==> config.mk <==
export PLATFORM = sky130hd
export DESIGN_NAME = face_window_tracker
export DESIGN_NICKNAME = d
export VERILOG_FILES = /design/src/hw/rtl/fwt_pkg.sv /design/src/hw/rtl/face_window_tracker.sv
export SDC_FILE = /design/constraint.sdc
export NUM_CORES = 1
export LEC_CHECK = 0
export BUFFER_PORTS_ARGS = -buffer_cell sky130_fd_sc_hd__buf_2
export CAP_MARGIN = 20
export CORE_MARGIN = 2
export CORE_UTILIZATION = 60
export DETAILED_ROUTE_END_ITERATION = 12
export PLACE_DENSITY = 0.79
export SYNTH_ARGS = -nofsm -noshare
export SYNTH_HDL_FRONTEND = slang
export SYNTH_SLANG_ARGS = --single-unit
==> constraint.sdc <==
create_clock -name clk -period 16.33 [get_ports clk]
set_input_delay 2.4495 -clock clk [delete_from_list [all_inputs] [get_ports clk]]
set_output_delay 2.4495 -clock clk [all_outputs]
set_load 0.05 [all_outputs]
==> src/hw/rtl/fwt_pkg.sv <==
`timescale 1ns / 1ps
// ----------------------------------------------------------------------------
// fwt_pkg: shared definitions for the face window tracker
// Register indexes, field widths, reset values and the small remainder tables
// used when the face size is scaled by 2/5 and 9/5.
// ----------------------------------------------------------------------------
package fwt_pkg;

  // Default coordinate width
  localparam int COORD_BITS_DEF = 12;

  // Frame size registers
  localparam int FRAME_BITS   = 13;
  localparam int CFG_IDX_BITS = 1;

  localparam logic [FRAME_BITS-1:0] FRAME_WIDTH_RST  = 13'd640;
  localparam logic [FRAME_BITS-1:0] FRAME_HEIGHT_RST = 13'd480;

  // Configuration register indexes
  typedef enum logic [CFG_IDX_BITS-1:0] {
    CFG_FRAME_WIDTH  = 1'b0,
    CFG_FRAME_HEIGHT = 1'b1
  } cfg_idx_t;

  // Axis slots of the box arrays
  localparam int AXIS_X = 0;
  localparam int AXIS_Y = 1;
  localparam int AXES   = 2;

  // ceil(2*r/5) for a remainder r of a division by five
  function automatic logic [1:0] rem_ceil_2_5(input logic [2:0] r);
    logic [1:0] v;
    case (r)
      3'd0:    v = 2'd0;
      3'd1:    v = 2'd1;
      3'd2:    v = 2'd1;
      3'd3:    v = 2'd2;
      3'd4:    v = 2'd2;
      default: v = 2'd0;
    endcase
    return v;
  endfunction

  // floor(9*r/5) for a remainder r of a division by five
  function automatic logic [2:0] rem_floor_9_5(input logic [2:0] r);
    logic [2:0] v;
    case (r)
      3'd0:    v = 3'd0;
      3'd1:    v = 3'd1;
      3'd2:    v = 3'd3;
      3'd3:    v = 3'd5;
      3'd4:    v = 3'd7;
      default: v = 3'd0;
    endcase
    return v;
  endfunction

endpackage

==> src/hw/rtl/face_window_tracker.sv <==
`timescale 1ns / 1ps
// ----------------------------------------------------------------------------
// face_window_tracker: per-frame face box smoothing and search window update
// Takes one detection per item, keeps the tracking flag, the shown box and the
// search window, and returns the updated state as one result item.
// ----------------------------------------------------------------------------
// Usage: one detection item is accepted per clock cycle while the result
// register does not stall, and each produces exactly one result item via the
// input register, then the result register that also holds the tracker state.
// The state loop closes at the result register, so back-to-back items see the
// state left by their predecessor. The result register stalls only when
// out_tready is low, and the input register absorbs one more item meanwhile.
// While tracking, face_x/face_y are relative to the last window returned. The
// frame size registers must be written only while no item is in flight.
// ----------------------------------------------------------------------------
module face_window_tracker #(
  parameter int COORD_BITS = fwt_pkg::COORD_BITS_DEF,
  localparam int IN_BITS  = 1 + 4 * COORD_BITS,
  localparam int IN_W     = ((IN_BITS + 7) / 8) * 8,
  localparam int OUT_BITS = 2 + 8 * COORD_BITS,
  localparam int OUT_W    = ((OUT_BITS + 7) / 8) * 8
) (
  input  logic                              clk,
  input  logic                              rst_n,
  // Configuration write port
  input  logic                              cfg_wr_en,
  input  logic [fwt_pkg::CFG_IDX_BITS-1:0]  cfg_index,
  input  logic [fwt_pkg::FRAME_BITS-1:0]    cfg_wdata,
  // Detection items
  input  logic                              in_tvalid,
  output logic                              in_tready,
  // face_found, face_x, face_y, face_w, face_h (low to high), zero padded
  input  logic [IN_W-1:0]                   in_tdata,
  // Result items
  output logic                              out_tvalid,
  input  logic                              out_tready,
  // tracking, moved, shown_x, shown_y, shown_w, shown_h,
  // window_x, window_y, window_w, window_h (low to high), zero padded
  output logic [OUT_W-1:0]                  out_tdata
);

  localparam int C    = COORD_BITS;
  localparam int FB   = fwt_pkg::FRAME_BITS;
  localparam int LIMW = FB + C;
  localparam int DIV5_SHIFT = C + 2;
  localparam logic [C-1:0] DIV5_MAGIC = C'(((1 << DIV5_SHIFT) + 4) / 5);
  localparam logic [C-1:0] COORD_MAX  = '1;

  // --------------------------------------------------------------------------
  // Frame size registers and clamp limits
  // --------------------------------------------------------------------------
  logic [FB-1:0] frame_r [fwt_pkg::AXES];
  logic [C-1:0]  lim     [fwt_pkg::AXES];
  logic [FB-1:0] frame_m1[fwt_pkg::AXES];

  always_ff @(posedge clk) begin
    if (!rst_n) begin
      frame_r[fwt_pkg::AXIS_X] <= fwt_pkg::FRAME_WIDTH_RST;
      frame_r[fwt_pkg::AXIS_Y] <= fwt_pkg::FRAME_HEIGHT_RST;
    end else if (cfg_wr_en) begin
      case (cfg_index)
        fwt_pkg::CFG_FRAME_WIDTH:  frame_r[fwt_pkg::AXIS_X] <= cfg_wdata;
        fwt_pkg::CFG_FRAME_HEIGHT: frame_r[fwt_pkg::AXIS_Y] <= cfg_wdata;
        default: ;
      endcase
    end
  end

  // Limit is size - 1, zero for a degenerate size, saturated to the coord range
  always_comb begin
    for (int a = 0; a < fwt_pkg::AXES; a++) begin
      frame_m1[a] = (frame_r[a] == '0) ? '0 : frame_r[a] - FB'(1);
      lim[a] = (LIMW'(frame_m1[a]) > LIMW'(COORD_MAX)) ? COORD_MAX : C'(frame_m1[a]);
    end
  end

  // --------------------------------------------------------------------------
  // Input register
  // --------------------------------------------------------------------------
  logic         s1_valid_r;
  logic         s1_found_r;
  logic [C-1:0] s1_pos_r  [fwt_pkg::AXES];
  logic [C-1:0] s1_size_r [fwt_pkg::AXES];
  logic         s1_adv;
  logic         out_valid_r;
  logic         in_fire;

  assign s1_adv    = s1_valid_r && (!out_valid_r || out_tready);
  assign in_tready = !s1_valid_r || s1_adv;
  assign in_fire   = in_tvalid && in_tready;

  always_ff @(posedge clk) begin
    if (!rst_n) begin
      s1_valid_r <= 1'b0;
    end else if (in_tready) begin
      s1_valid_r <= in_tvalid;
    end
  end

  // Capture the item fields
  always_ff @(posedge clk) begin
    if (in_fire) begin
      s1_found_r                   <= in_tdata[0];
      s1_pos_r[fwt_pkg::AXIS_X]    <= in_tdata[1 + 0 * C +: C];
      s1_pos_r[fwt_pkg::AXIS_Y]    <= in_tdata[1 + 1 * C +: C];
      s1_size_r[fwt_pkg::AXIS_X]   <= in_tdata[1 + 2 * C +: C];
      s1_size_r[fwt_pkg::AXIS_Y]   <= in_tdata[1 + 3 * C +: C];
    end
  end

  // --------------------------------------------------------------------------
  // Tracker state, which is also the result register
  // --------------------------------------------------------------------------
  logic         tracking_r, tracking_nxt;
  logic         moving_r,   moving_nxt;
  logic [C-1:0] shown_pos_r  [fwt_pkg::AXES];
  logic [C-1:0] shown_size_r [fwt_pkg::AXES];
  logic [C-1:0] win_pos_r    [fwt_pkg::AXES];
  logic [C-1:0] win_size_r   [fwt_pkg::AXES];
  logic [C-1:0] shown_pos_nxt  [fwt_pkg::AXES];
  logic [C-1:0] shown_size_nxt [fwt_pkg::AXES];
  logic [C-1:0] win_pos_nxt    [fwt_pkg::AXES];
  logic [C-1:0] win_size_nxt   [fwt_pkg::AXES];

  // Per-axis datapath
  logic [C:0]     abs_pos   [fwt_pkg::AXES];
  logic [C:0]     pos_diff  [fwt_pkg::AXES];
  logic [C+4:0]   pos_diff10[fwt_pkg::AXES];
  logic [C-1:0]   size_diff [fwt_pkg::AXES];
  logic [C+3:0]   size_diff10[fwt_pkg::AXES];
  logic           hold_ax   [fwt_pkg::AXES];
  logic [C-1:0]   pl_pos    [fwt_pkg::AXES];
  logic [C-1:0]   pl_size   [fwt_pkg::AXES];
  logic [2*C-1:0] div_prod  [fwt_pkg::AXES];
  logic [C-3:0]   quo5      [fwt_pkg::AXES];
  logic [2:0]     rem5      [fwt_pkg::AXES];
  logic [C-1:0]   shrink    [fwt_pkg::AXES];
  logic [C:0]     gp_raw    [fwt_pkg::AXES];
  logic [C-1:0]   gp        [fwt_pkg::AXES];
  logic [C:0]     gsize     [fwt_pkg::AXES];
  logic [C+1:0]   gsum      [fwt_pkg::AXES];
  logic           hold_all;

  always_comb begin
    for (int a = 0; a < fwt_pkg::AXES; a++) begin
      // Absolute face edge: add the window origin while tracking
      abs_pos[a] = {1'b0, s1_pos_r[a]} + (tracking_r ? {1'b0, win_pos_r[a]} : '0);

      // Ten percent band on the edge and on the size
      pos_diff[a] = (abs_pos[a] >= {1'b0, shown_pos_r[a]})
                    ? abs_pos[a] - {1'b0, shown_pos_r[a]}
                    : {1'b0, shown_pos_r[a]} - abs_pos[a];
      pos_diff10[a] = {pos_diff[a], 3'b000} + {2'b00, pos_diff[a], 1'b0};
      size_diff[a] = (s1_size_r[a] >= shown_size_r[a])
                     ? s1_size_r[a] - shown_size_r[a]
                     : shown_size_r[a] - s1_size_r[a];
      size_diff10[a] = {size_diff[a], 3'b000} + {2'b00, size_diff[a], 1'b0};
      hold_ax[a] = (pos_diff10[a] < (C+5)'(abs_pos[a])) &&
                   (size_diff10[a] < (C+4)'(s1_size_r[a]));

      // Place the shown box inside the frame
      pl_pos[a]  = (abs_pos[a] > {1'b0, lim[a]}) ? lim[a] : abs_pos[a][C-1:0];
      pl_size[a] = (({1'b0, pl_pos[a]} + {1'b0, s1_size_r[a]}) > {1'b0, lim[a]})
                   ? lim[a] - pl_pos[a] : s1_size_r[a];

      // Split size into 5*q + r by reciprocal multiplication
      div_prod[a] = (2*C)'(s1_size_r[a]) * (2*C)'(DIV5_MAGIC);
      quo5[a]     = div_prod[a][2*C-1:DIV5_SHIFT];
      rem5[a]     = 3'(s1_size_r[a] - {quo5[a], 2'b00} - C'(quo5[a]));

      // Grown edge: pos - ceil(2*size/5), floored at zero, clamped to limit
      shrink[a] = C'({quo5[a], 1'b0}) + C'(fwt_pkg::rem_ceil_2_5(rem5[a]));
      gp_raw[a] = (abs_pos[a] >= {1'b0, shrink[a]}) ? abs_pos[a] - {1'b0, shrink[a]} : '0;
      gp[a]     = (gp_raw[a] > {1'b0, lim[a]}) ? lim[a] : gp_raw[a][C-1:0];

      // Grown size: floor(9*size/5), cut at the frame edge
      gsize[a] = {quo5[a], 3'b000} + (C+1)'(quo5[a]) +
                 (C+1)'(fwt_pkg::rem_floor_9_5(rem5[a]));
      gsum[a]  = (C+2)'(gp[a]) + (C+2)'(gsize[a]);
    end
    hold_all = hold_ax[fwt_pkg::AXIS_X] && hold_ax[fwt_pkg::AXIS_Y];
  end

  // Next state for the item leaving the input register
  always_comb begin
    tracking_nxt = tracking_r;
    moving_nxt   = moving_r;
    for (int a = 0; a < fwt_pkg::AXES; a++) begin
      shown_pos_nxt[a]  = shown_pos_r[a];
      shown_size_nxt[a] = shown_size_r[a];
      win_pos_nxt[a]    = win_pos_r[a];
      win_size_nxt[a]   = win_size_r[a];
    end
    if (!s1_found_r) begin
      // Face lost: drop tracking, hold everything else
      tracking_nxt = 1'b0;
    end else begin
      tracking_nxt = 1'b1;
      moving_nxt   = tracking_r ? !hold_all : 1'b1;
      for (int a = 0; a < fwt_pkg::AXES; a++) begin
        if (!tracking_r) begin
          shown_pos_nxt[a]  = s1_pos_r[a];
          shown_size_nxt[a] = s1_size_r[a];
        end else if (!hold_all) begin
          shown_pos_nxt[a]  = pl_pos[a];
          shown_size_nxt[a] = pl_size[a];
        end
        win_pos_nxt[a]  = gp[a];
        win_size_nxt[a] = (gsum[a] > (C+2)'(lim[a])) ? lim[a] - gp[a] : gsize[a][C-1:0];
      end
    end
  end

  always_ff @(posedge clk) begin
    if (!rst_n) begin
      tracking_r <= 1'b0;
      moving_r   <= 1'b0;
      for (int a = 0; a < fwt_pkg::AXES; a++) begin
        shown_pos_r[a]  <= '0;
        shown_size_r[a] <= '0;
        win_pos_r[a]    <= '0;
        win_size_r[a]   <= '0;
      end
    end else if (s1_adv) begin
      tracking_r <= tracking_nxt;
      moving_r   <= moving_nxt;
      for (int a = 0; a < fwt_pkg::AXES; a++) begin
        shown_pos_r[a]  <= shown_pos_nxt[a];
        shown_size_r[a] <= shown_size_nxt[a];
        win_pos_r[a]    <= win_pos_nxt[a];
        win_size_r[a]   <= win_size_nxt[a];
      end
    end
  end

  // Result valid: set on compute, clear when taken
  always_ff @(posedge clk) begin
    if (!rst_n) begin
      out_valid_r <= 1'b0;
    end else if (s1_adv) begin
      out_valid_r <= 1'b1;
    end else if (out_tready) begin
      out_valid_r <= 1'b0;
    end
  end

  // --------------------------------------------------------------------------
  // Result item
  // --------------------------------------------------------------------------
  logic [OUT_BITS-1:0] out_payload;

  assign out_payload = {win_size_r[fwt_pkg::AXIS_Y], win_size_r[fwt_pkg::AXIS_X],
                        win_pos_r[fwt_pkg::AXIS_Y],  win_pos_r[fwt_pkg::AXIS_X],
                        shown_size_r[fwt_pkg::AXIS_Y], shown_size_r[fwt_pkg::AXIS_X],
                        shown_pos_r[fwt_pkg::AXIS_Y],  shown_pos_r[fwt_pkg::AXIS_X],
                        moving_r, tracking_r};
  assign out_tvalid = out_valid_r;
  assign out_tdata  = OUT_W'(out_payload);

`ifndef ASSERT_OFF
  // A lost face always leaves tracking off
  a_lost_drops: assert property (@(posedge clk) disable iff (!rst_n)
    rst_n && s1_adv && !s1_found_r |=> !tracking_r)
    else $error("tracking not dropped after a lost face");

  // A first detection sets both flags
  a_first_moves: assert property (@(posedge clk) disable iff (!rst_n)
    rst_n && s1_adv && s1_found_r && !tracking_r |=> tracking_r && moving_r)
    else $error("first detection did not set tracking and moved");

  // State changes only when an item is computed
  a_state_hold: assert property (@(posedge clk) disable iff (!rst_n)
    rst_n && !s1_adv |=> $stable(out_payload))
    else $error("tracker state changed without an item");

  // A newly computed window lies inside the current frame
  a_win_in_frame: assert property (@(posedge clk) disable iff (!rst_n)
    s1_adv && s1_found_r |->
      ({1'b0, win_pos_nxt[fwt_pkg::AXIS_X]} + {1'b0, win_size_nxt[fwt_pkg::AXIS_X]}
         <= {1'b0, lim[fwt_pkg::AXIS_X]}) &&
      ({1'b0, win_pos_nxt[fwt_pkg::AXIS_Y]} + {1'b0, win_size_nxt[fwt_pkg::AXIS_Y]}
         <= {1'b0, lim[fwt_pkg::AXIS_Y]}))
    else $error("search window outside the frame");
`endif

endmodule

After elaboration in Yosys (flattened, before gate mapping)
Memories as Yosys holds them, arrays and structs flattened.
Index checks and enable logic that the tools add are counted.
- register bits after elaboration: 5
- memory bits (writable): 170
- output and inout bits: 106
- logic and storage cells: 170
- memories: 7
- memory list (name ; depth ; width ; rd ports ; clocked after memory_dff ; wr ports ; line ; RTL):
    frame_r ; 2 ; 13 ; 2 ; 0 ; 2 ; face_window_tracker.sv:52 ; logic [FB-1:0] frame_r [fwt_pkg::AXES];
    s1_pos_r ; 2 ; 12 ; 2 ; 0 ; 2 ; face_window_tracker.sv:82 ; logic [C-1:0] s1_pos_r [fwt_pkg::AXES];
    s1_size_r ; 2 ; 12 ; 2 ; 0 ; 2 ; face_window_tracker.sv:83 ; logic [C-1:0] s1_size_r [fwt_pkg::AXES];
    shown_pos_r ; 2 ; 12 ; 2 ; 0 ; 2 ; face_window_tracker.sv:116 ; logic [C-1:0] shown_pos_r [fwt_pkg::AXES];
    shown_size_r ; 2 ; 12 ; 2 ; 0 ; 2 ; face_window_tracker.sv:117 ; logic [C-1:0] shown_size_r [fwt_pkg::AXES];
    win_pos_r ; 2 ; 12 ; 2 ; 0 ; 2 ; face_window_tracker.sv:118 ; logic [C-1:0] win_pos_r [fwt_pkg::AXES];
    +1 memories ; -- ; -- ; -- ; -- ; -- ; -- ;
- add/sub/neg operators: 36
- $mul: 2
- magnitude comparators: 20
- equal/unequal tests: 8
- mux-type cells: 64
- bitwise logic cells: 10
- reductions and logical operators: 18
- operators with widths (kind ; number):
    $mux W12 ; 30
    $mux W13 ; 8
    $mux W24 ; 4
    $sub A12 B12 Y12 ; 8
    $gt A13 B12 Y1 ; 6
    $add A12 B12 Y13 ; 4
    $ge A13 B12 Y1 ; 4
    $sub A13 B12 Y13 ; 4
    $mul A12 B12 Y24 const B ; 2
    $add A16 B14 Y17 ; 2
    $lt A17 B13 Y1 ; 2
    $add A15 B13 Y16 ; 2
    $lt A16 B12 Y1 ; 2
    $add A12 B13 Y14 ; 2
    $gt A14 B12 Y1 ; 2
    $add A13 B10 Y13 ; 2
    $add A13 B3 Y13 ; 2
    $gt A13 B12 Y1 const B ; 2
    $logic_not A13 Y1 ; 2
    $sub A12 B13 Y13 ; 2
    $sub A13 B1 Y13 const B ; 2
    $add A11 B2 Y12 ; 2
    $ge A12 B12 Y1 ; 2
    $pmux W3 S4 ; 2
    13 further kinds ; 58

Logic depth before layout (Yosys ltp)
Gate-level depths: netlist (run 1).
An unclocked memory read counts as a cell.
- depth in word-level cells: 17
- mapped depth: 72
- depth with buffers taken out: 70

Worst setup path after synthesis (run 1)
Ideal clock, no wire load.
- path type: reg-to-reg
- start point: mem s1_size_r[0][13] (netlist bit)
- end point: mem win_size_r[0][12] (netlist bit) (data pin)
- library setup time: 0.259 ns
- data arrival time: 13.199 ns
- path slack: 2.872 ns
- cell stages (with the launch flop): 69
- path through: edfxtp_1 ha_1 ha_1 inv_1 fa_1 inv_1 fa_1 inv_1 fa_1 inv_1 ha_1 a21o_1 a41o_1 a21oi_1 inv_1 a21oi_1 xnor2_1 ha_1 [... 33 more ...] inv_1 ha_1 a21o_1 a21oi_1 o21bai_1 a21oi_1 o21ai_0 a2111oi_0 o21bai_1 xor2_1 ha_1 nand2_1 o21ai_0 a31oi_1 nor3_1 mux2i_1 buf_2 o21ai_1
- RTL lines (what ; line ; RTL):
    start, declared ; face_window_tracker.sv:83 ;
    end, declared ; face_window_tracker.sv:119 ; logic [C-1:0] win_size_r [fwt_pkg::AXES];

==> results.json, run 1 <==
{
  "instances_no_fill": 4282,
  "grt_max_degree": 82,
  "critPathLaunchType": "register",
  "routedWlPerCell_um": 19.17,
  "seq_area_frac_synth_pct": 17.49,
  "post-route-min-period_ns": 15.46,
  "final_layout_size_suffix_gt1_share_pct": 9.259,
  "fmax_mhz": 64.69,
  "rows": 81,
  "crit_type": "reg -> reg",
  "critPathMaxFanout": 24,
  "fp.dieH_um": 226.9,
  "required_ns": 16.60,
  "synth_top_cells_by_area": "ha_1, edfxtp_1, fa_1",
  "cp.arrival_ns": 15.73,
  "slowest_stage": "edfxtp_1",
  "synth_top_area_share_pct": 26.35,
  "dp_hpwl_um": 66330,
  "cp_common_cell": "ha_1",
  "skew_ns": 0.03541,
  "synth_area_leader_cell": "ha_1",
  "hold_ws_ns": 0.5120,
  "worstMarginPinSlew_ns": 1.111,
  "yosys_warnings": 0,
  "setup_ws_ns": 0.8705,
  "syn_area_um2": 29820,
  "clock_latency_ns": 0.53,
  "core_um2": 48950,
  "clock_sinks": 175,
  "synth_common_cells": "ha_1, inv_1, nor2_1",
  "grt_pass1_wl_um": 129200,
  "die_x_um": 226.9,
  "clockBufferDepth": 2,
  "overflow": 0,
  "status": "completed",
  "fin_util_pct": 65.89,
  "wirelength_um": 82110,
  "htree_levels": 4,
  "avgSynthCellArea_um2": 8.681,
  "synth_most_common_cell": "ha_1",
  "max-cap-violations": 0,
  "start_util_pct": 60.92,
  "nets": 4406,
  "viasPerCell": 6.000,
  "cp_num_buf_inv": 9,
  "postRouteAntennaNets": 0,
  "cts_buffers": 17,
  "port_buffers": 167,
  "tritoncts": "yes",
  "grt_util_all_layers_pct": 32.26,
  "dieArea_um2": 51500,
  "dpl.cell_count": 4248,
  "synthFlopType": "edfxtp_1",
  "path_delay_family": "adder cells",
  "min_path_type": "reg -> reg",
  "ios": 181,
  "drc": 0,
  "ys_types": 103,
  "final_hold_viol_count": 0,
  "grt_pass1_vias": 24420,
  "drt_iter0_markers": 2020,
  "dp_slack_ns": 0.9496,
  "antenna_found_initial": 0,
  "cp-end-kind": "register",
  "drt_pass1_iterations": 6,
  "finalMaxSlewViolations": 0,
  "path_clk_slew_ns": 0.08,
  "cpPeakStageDelay_ns": 0.65,
  "period_share_pct": 94.67,
  "setup_viol": 0,
  "synth_cells": 3435,
  "area_growth_pct": 8.157,
  "async_reset_ff_share_pct": 0,
  "root_buffer": "clkbuf_16",
  "slew_headroom_pct": 25.43,
  "vias": 25690,
  "synth_edf_count": 171,
  "diodes": 0,
  "gp_congestion": 0.9605,
  "ys_ff_latch": 175
}
==> through the flow <==
step | area, um2 | TNS, ns
6_report | 32250 | 0
4_1_cts | 32200 | 0
3_5_place_dp | 31570 | 0
5_1_grt | 32250 | -0.007537
3_3_place_gp | 31570 | 0
2_1_floorplan | 29840 | 0
==> sequential cells by signal (all words and copies together) (netlist names) <==
name          cells
frame_r          26
s1_pos_r         24
s1_size_r        24
shown_pos_r      24
shown_size_r     24
win_pos_r        24
win_size_r       24
moving_r          1
out_tvalid        1
s1_found_r        1
s1_valid_r        1
tracking_r        1
==> cells in the final DEF, fill, tap and decap left out, drive strengths merged, types with 9 or more instances in the layout <==
| cell | count |
|---|---|
| fa | 98 |
| and3 | 36 |
| nand3 | 61 |
| o41ai | 9 |
| and2 | 52 |
| edfxtp | 171 |
| nand2b | 26 |
| o21bai | 35 |
| buf | 214 |
| a21boi | 19 |
| xnor2 | 180 |
| o21ai | 176 |
| nor4 | 16 |
| a211oi | 50 |
| a21oi | 267 |
| mux2i | 91 |
| nor3 | 67 |
| inv | 421 |
| a21o | 103 |
| a31oi | 19 |
| or3 | 13 |
| clkbuf | 17 |
| nor2 | 275 |
| nor2b | 56 |
| o21a | 41 |
| xor2 | 90 |
| o211ai | 15 |
| ha | 628 |
| nand2 | 173 |
| or2 | 25 |
| nand4 | 34 |
| a211o | 10 |
==> path summary, 6_finish.rpt <==
check | startpoint | slack, ns | to | cells past startpoint
worst max-delay path | s1_size_r[0][12]$_DFFE_PP_ | 0.87 | win_size_r[0][22]$_SDFFCE_PN0P_ | 71
worst min register to register | moving_r$_SDFFE_PN0P_ | 0.51 | moving_r$_SDFFE_PN0P_ | 2
worst max register to register | s1_size_r[0][12]$_DFFE_PP_ | 0.87 | win_size_r[0][22]$_SDFFCE_PN0P_ | 71
worst min-delay path | moving_r$_SDFFE_PN0P_ | 0.51 | moving_r$_SDFFE_PN0P_ | 2
==> layer usage <==
layer / global-route usage, % / share of wire, % / vias to the layer above
met1: 45.77 / 45 / 12150
met5: 0 / 0 / -
met4: 9.825 / 2.5 / 0
met2: 48.88 / 42 / 930
li1: - / - / 12510
met3: 7.357 / 9.6 / 103
==> repair_timing <==
item / CTS / global route
setup endpoints to repair: 0 / 24
setup buffers: 0 / 0
hold buffers: 0 / 0
gates resized for setup: 0 / 5
==> layout make-up <==
class | count | area [um2]
fill | 4005 | 16700
clock buffer | 17 | 425.4
sequential | 175 | 5216
inverter | 413 | 1550
clock inverter | 15 | 205.2
tap | 664 | 830.8
multi-input combinational | 2784 | 22820
timing repair buffer | 214 | 1201
==> cells by family (layout without fill, tap and decap cells) <==
| family | count (synthesis) | after routing | synth area share (%) |
|---|---|---|---|
| other | 1 | 6 | 0.01258 |
| AO/OA/AOI/OAI | 818 | 819 | 17.60 |
| AND/OR/NAND/NOR | 864 | 864 | 14.33 |
| buffers and inverters | 482 | 659 | 6.290 |
| XOR/XNOR | 270 | 270 | 7.981 |
| multiplexers | 99 | 99 | 3.369 |
| flip-flops | 175 | 175 | 17.49 |
| adder cells (fa/ha/maj) | 726 | 726 | 32.93 |
==> tightest hold or removal path, delay by kind of cell, from the launching register on <==
family / cells / cell delay [ns]
DFF: 1 / 0.34
buffers and inverters: 1 / 0.07
AOI/OAI and AO/OA: 1 / 0.05
Power of run 1 is not shown: default switching activity piles up to over one toggle a cycle in this logic, so the estimate is an artifact.
==> run 2: changes to the inputs <==
CORE_UTILIZATION = 45   (was 60)
PLACE_DENSITY = 0.62   (was 0.79)
==> run 2 against run 1 <==
  * Maximum frequency rose by 1.8%
  * First-iteration DRC count is 13% lower
  * Non-clock buffer count grew 12
  * Sequential cell count unchanged
  * Critical endpoint is now win_size_r[0][0]$_SDFFCE_PN0P_
  * Largest cell class unchanged
==> results.json, run 2 (synthesized netlist as in run 1, its figures left out) <==
{
  "cts_buffers": 17,
  "post-route-min-period_ns": 15.18,
  "fp.dieH_um": 261.4,
  "grt_util_all_layers_pct": 25.26,
  "routedWlPerCell_um": 19.07,
  "clockBufferDepth": 2,
  "grt_pass1_wl_um": 133700,
  "rsz0062_at_grt": "false",
  "drt_iter0_markers": 1764,
  "cp.arrival_ns": 15.47,
  "htree_levels": 4,
  "layout_commonest_cell": "ha_1",
  "final_hold_viol_count": 0,
  "vias": 25180,
  "postPlaceCellArea_um2": 31820,
  "critPathLaunchType": "register",
  "required_ns": 16.62,
  "largest_reg_flops": 26,
  "critPathMaxFanout": 18,
  "grt_max_degree": 82,
  "slowest_stage": "o211ai_1",
  "wirelength_um": 85700,
  "die_x_um": 261.4,
  "postCtsHoldBufs": 0,
  "postRouteAntennaNets": 0,
  "cp_common_cell": "ha_1",
  "antenna_found_initial": 0,
  "gp_congestion": 0.9330,
  "setup_viol": 0,
  "dieArea_um2": 68340,
  "start_util_pct": 45.44,
  "diodes": 0,
  "status": "completed",
  "period_share_pct": 92.97,
  "finalMaxSlewViolations": 0,
  "overflow": 0,
  "clock_sinks": 175,
  "cpPeakStageDelay_ns": 0.68,
  "skew_ns": 0.02684,
  "drc": 0,
  "final_layout_size_suffix_gt1_share_pct": 9.562,
  "cp-endpoint": "win_size_r[0][0]$_SDFFCE_PN0P_",
  "max-cap-violations": 0,
  "fmax_mhz": 65.87,
  "path_clk_slew_ns": 0.09,
  "r2r_cells": 63,
  "grt_pass1_vias": 23830,
  "rrSetupSlack_ns": 1.15,
  "nets": 4417,
  "min_path_type": "reg -> reg",
  "layout_common_cells": "ha_1, inv_1, nor2_1",
  "hold_ws_ns": 0.5596,
  "root_buffer": "clkbuf_16",
  "cp-end-kind": "register",
  "dp_hpwl_um": 69810,
  "core_um2": 65630,
  "ios": 181,
  "reg2reg_from": "s1_size_r[0][2]$_DFFE_PP_",
  "dp_slack_ns": 0.8511,
  "setup_tns_ns": 0,
  "slew_headroom_pct": 29.48,
  "clock_latency_ns": 0.51,
  "setup_ws_ns": 1.148,
  "area_growth_pct": 9.172,
  "viasPerCell": 5.604,
  "crit_type": "reg -> reg",
  "port_buffers": 167,
  "drt_pass1_iterations": 5,
  "regMostFlops": "frame_r",
  "tritoncts": "yes",
  "rows": 94,
  "design_area_um2": 32560,
  "r2r-end": "win_size_r[0][0]$_SDFFCE_PN0P_",
  "worstMarginPinSlew_ns": 1.058,
  "startpoint": "s1_size_r[0][2]$_DFFE_PP_"
}
run 2: cell types whose count changed in the layout (fill, tap and decap cells not counted), sizes merged:
cell and change:
a21oi -1, buf +12, bufinv -1, clkbuf +1
clkinv -1, clkinvlp +2, inv -1
run 2: cell type report:
cell class	count	area [um2]
tap	864	1081
timing repair buffer	226	1279
inverter	413	1550
clock buffer	18	439.2
multi-input combinational	2783	22820
clock inverter	14	172.7
sequential	175	5216
fill	6371	33070
run 2: worst min-delay path by stage:
stage                                     start                    end  slack (ns)  depth (start not counted)
after floorplan           moving_r$_SDFFE_PN0P_  moving_r$_SDFFE_PN0P_        0.44                          2
after detailed placement  moving_r$_SDFFE_PN0P_  moving_r$_SDFFE_PN0P_        0.54                          2
after global routing      moving_r$_SDFFE_PN0P_  moving_r$_SDFFE_PN0P_        0.59                          2
after global placement    moving_r$_SDFFE_PN0P_  moving_r$_SDFFE_PN0P_        0.55                          2
final                     moving_r$_SDFFE_PN0P_  moving_r$_SDFFE_PN0P_        0.56                          2
after CTS                 moving_r$_SDFFE_PN0P_  moving_r$_SDFFE_PN0P_        0.56                          2
run 2: critical path: cells and delay by family, from the launching register on:
| kind | cells | cell delay [ns] |
|---|---|---|
| fa+ha+maj | 15 | 5.36 |
| compound gates | 21 | 4.65 |
| flops | 1 | 0.59 |
| simple gates | 14 | 2.11 |
| xor+xnor | 7 | 1.31 |
| mux | 1 | 0.39 |
| buf+inv | 5 | 0.51 |
run 2: what timing repair did:
action                                  CTS  global route
endpoints found under the setup margin    0            24
gates resized for setup                   0             5
setup buffers                             0            12
run 2: stage by stage:
step	utilization [%]	cells
6_report	49.61	4493
3_3_place_gp	48.48	4448
5_1_grt	49.61	4493
2_1_floorplan	-	3440
4_1_cts	49.41	4480
3_5_place_dp	48.48	4448
run 2: metal layers:
metal	up-vias	track usage, %	routed length, um
li1	12530	-	-
met1	11860	38.52	43260
met2	696	37.02	35420
met3	97	3.242	5224
met4	0	6.929	1802
met5	-	0	0
Power of run 2 is left out for the same reason.
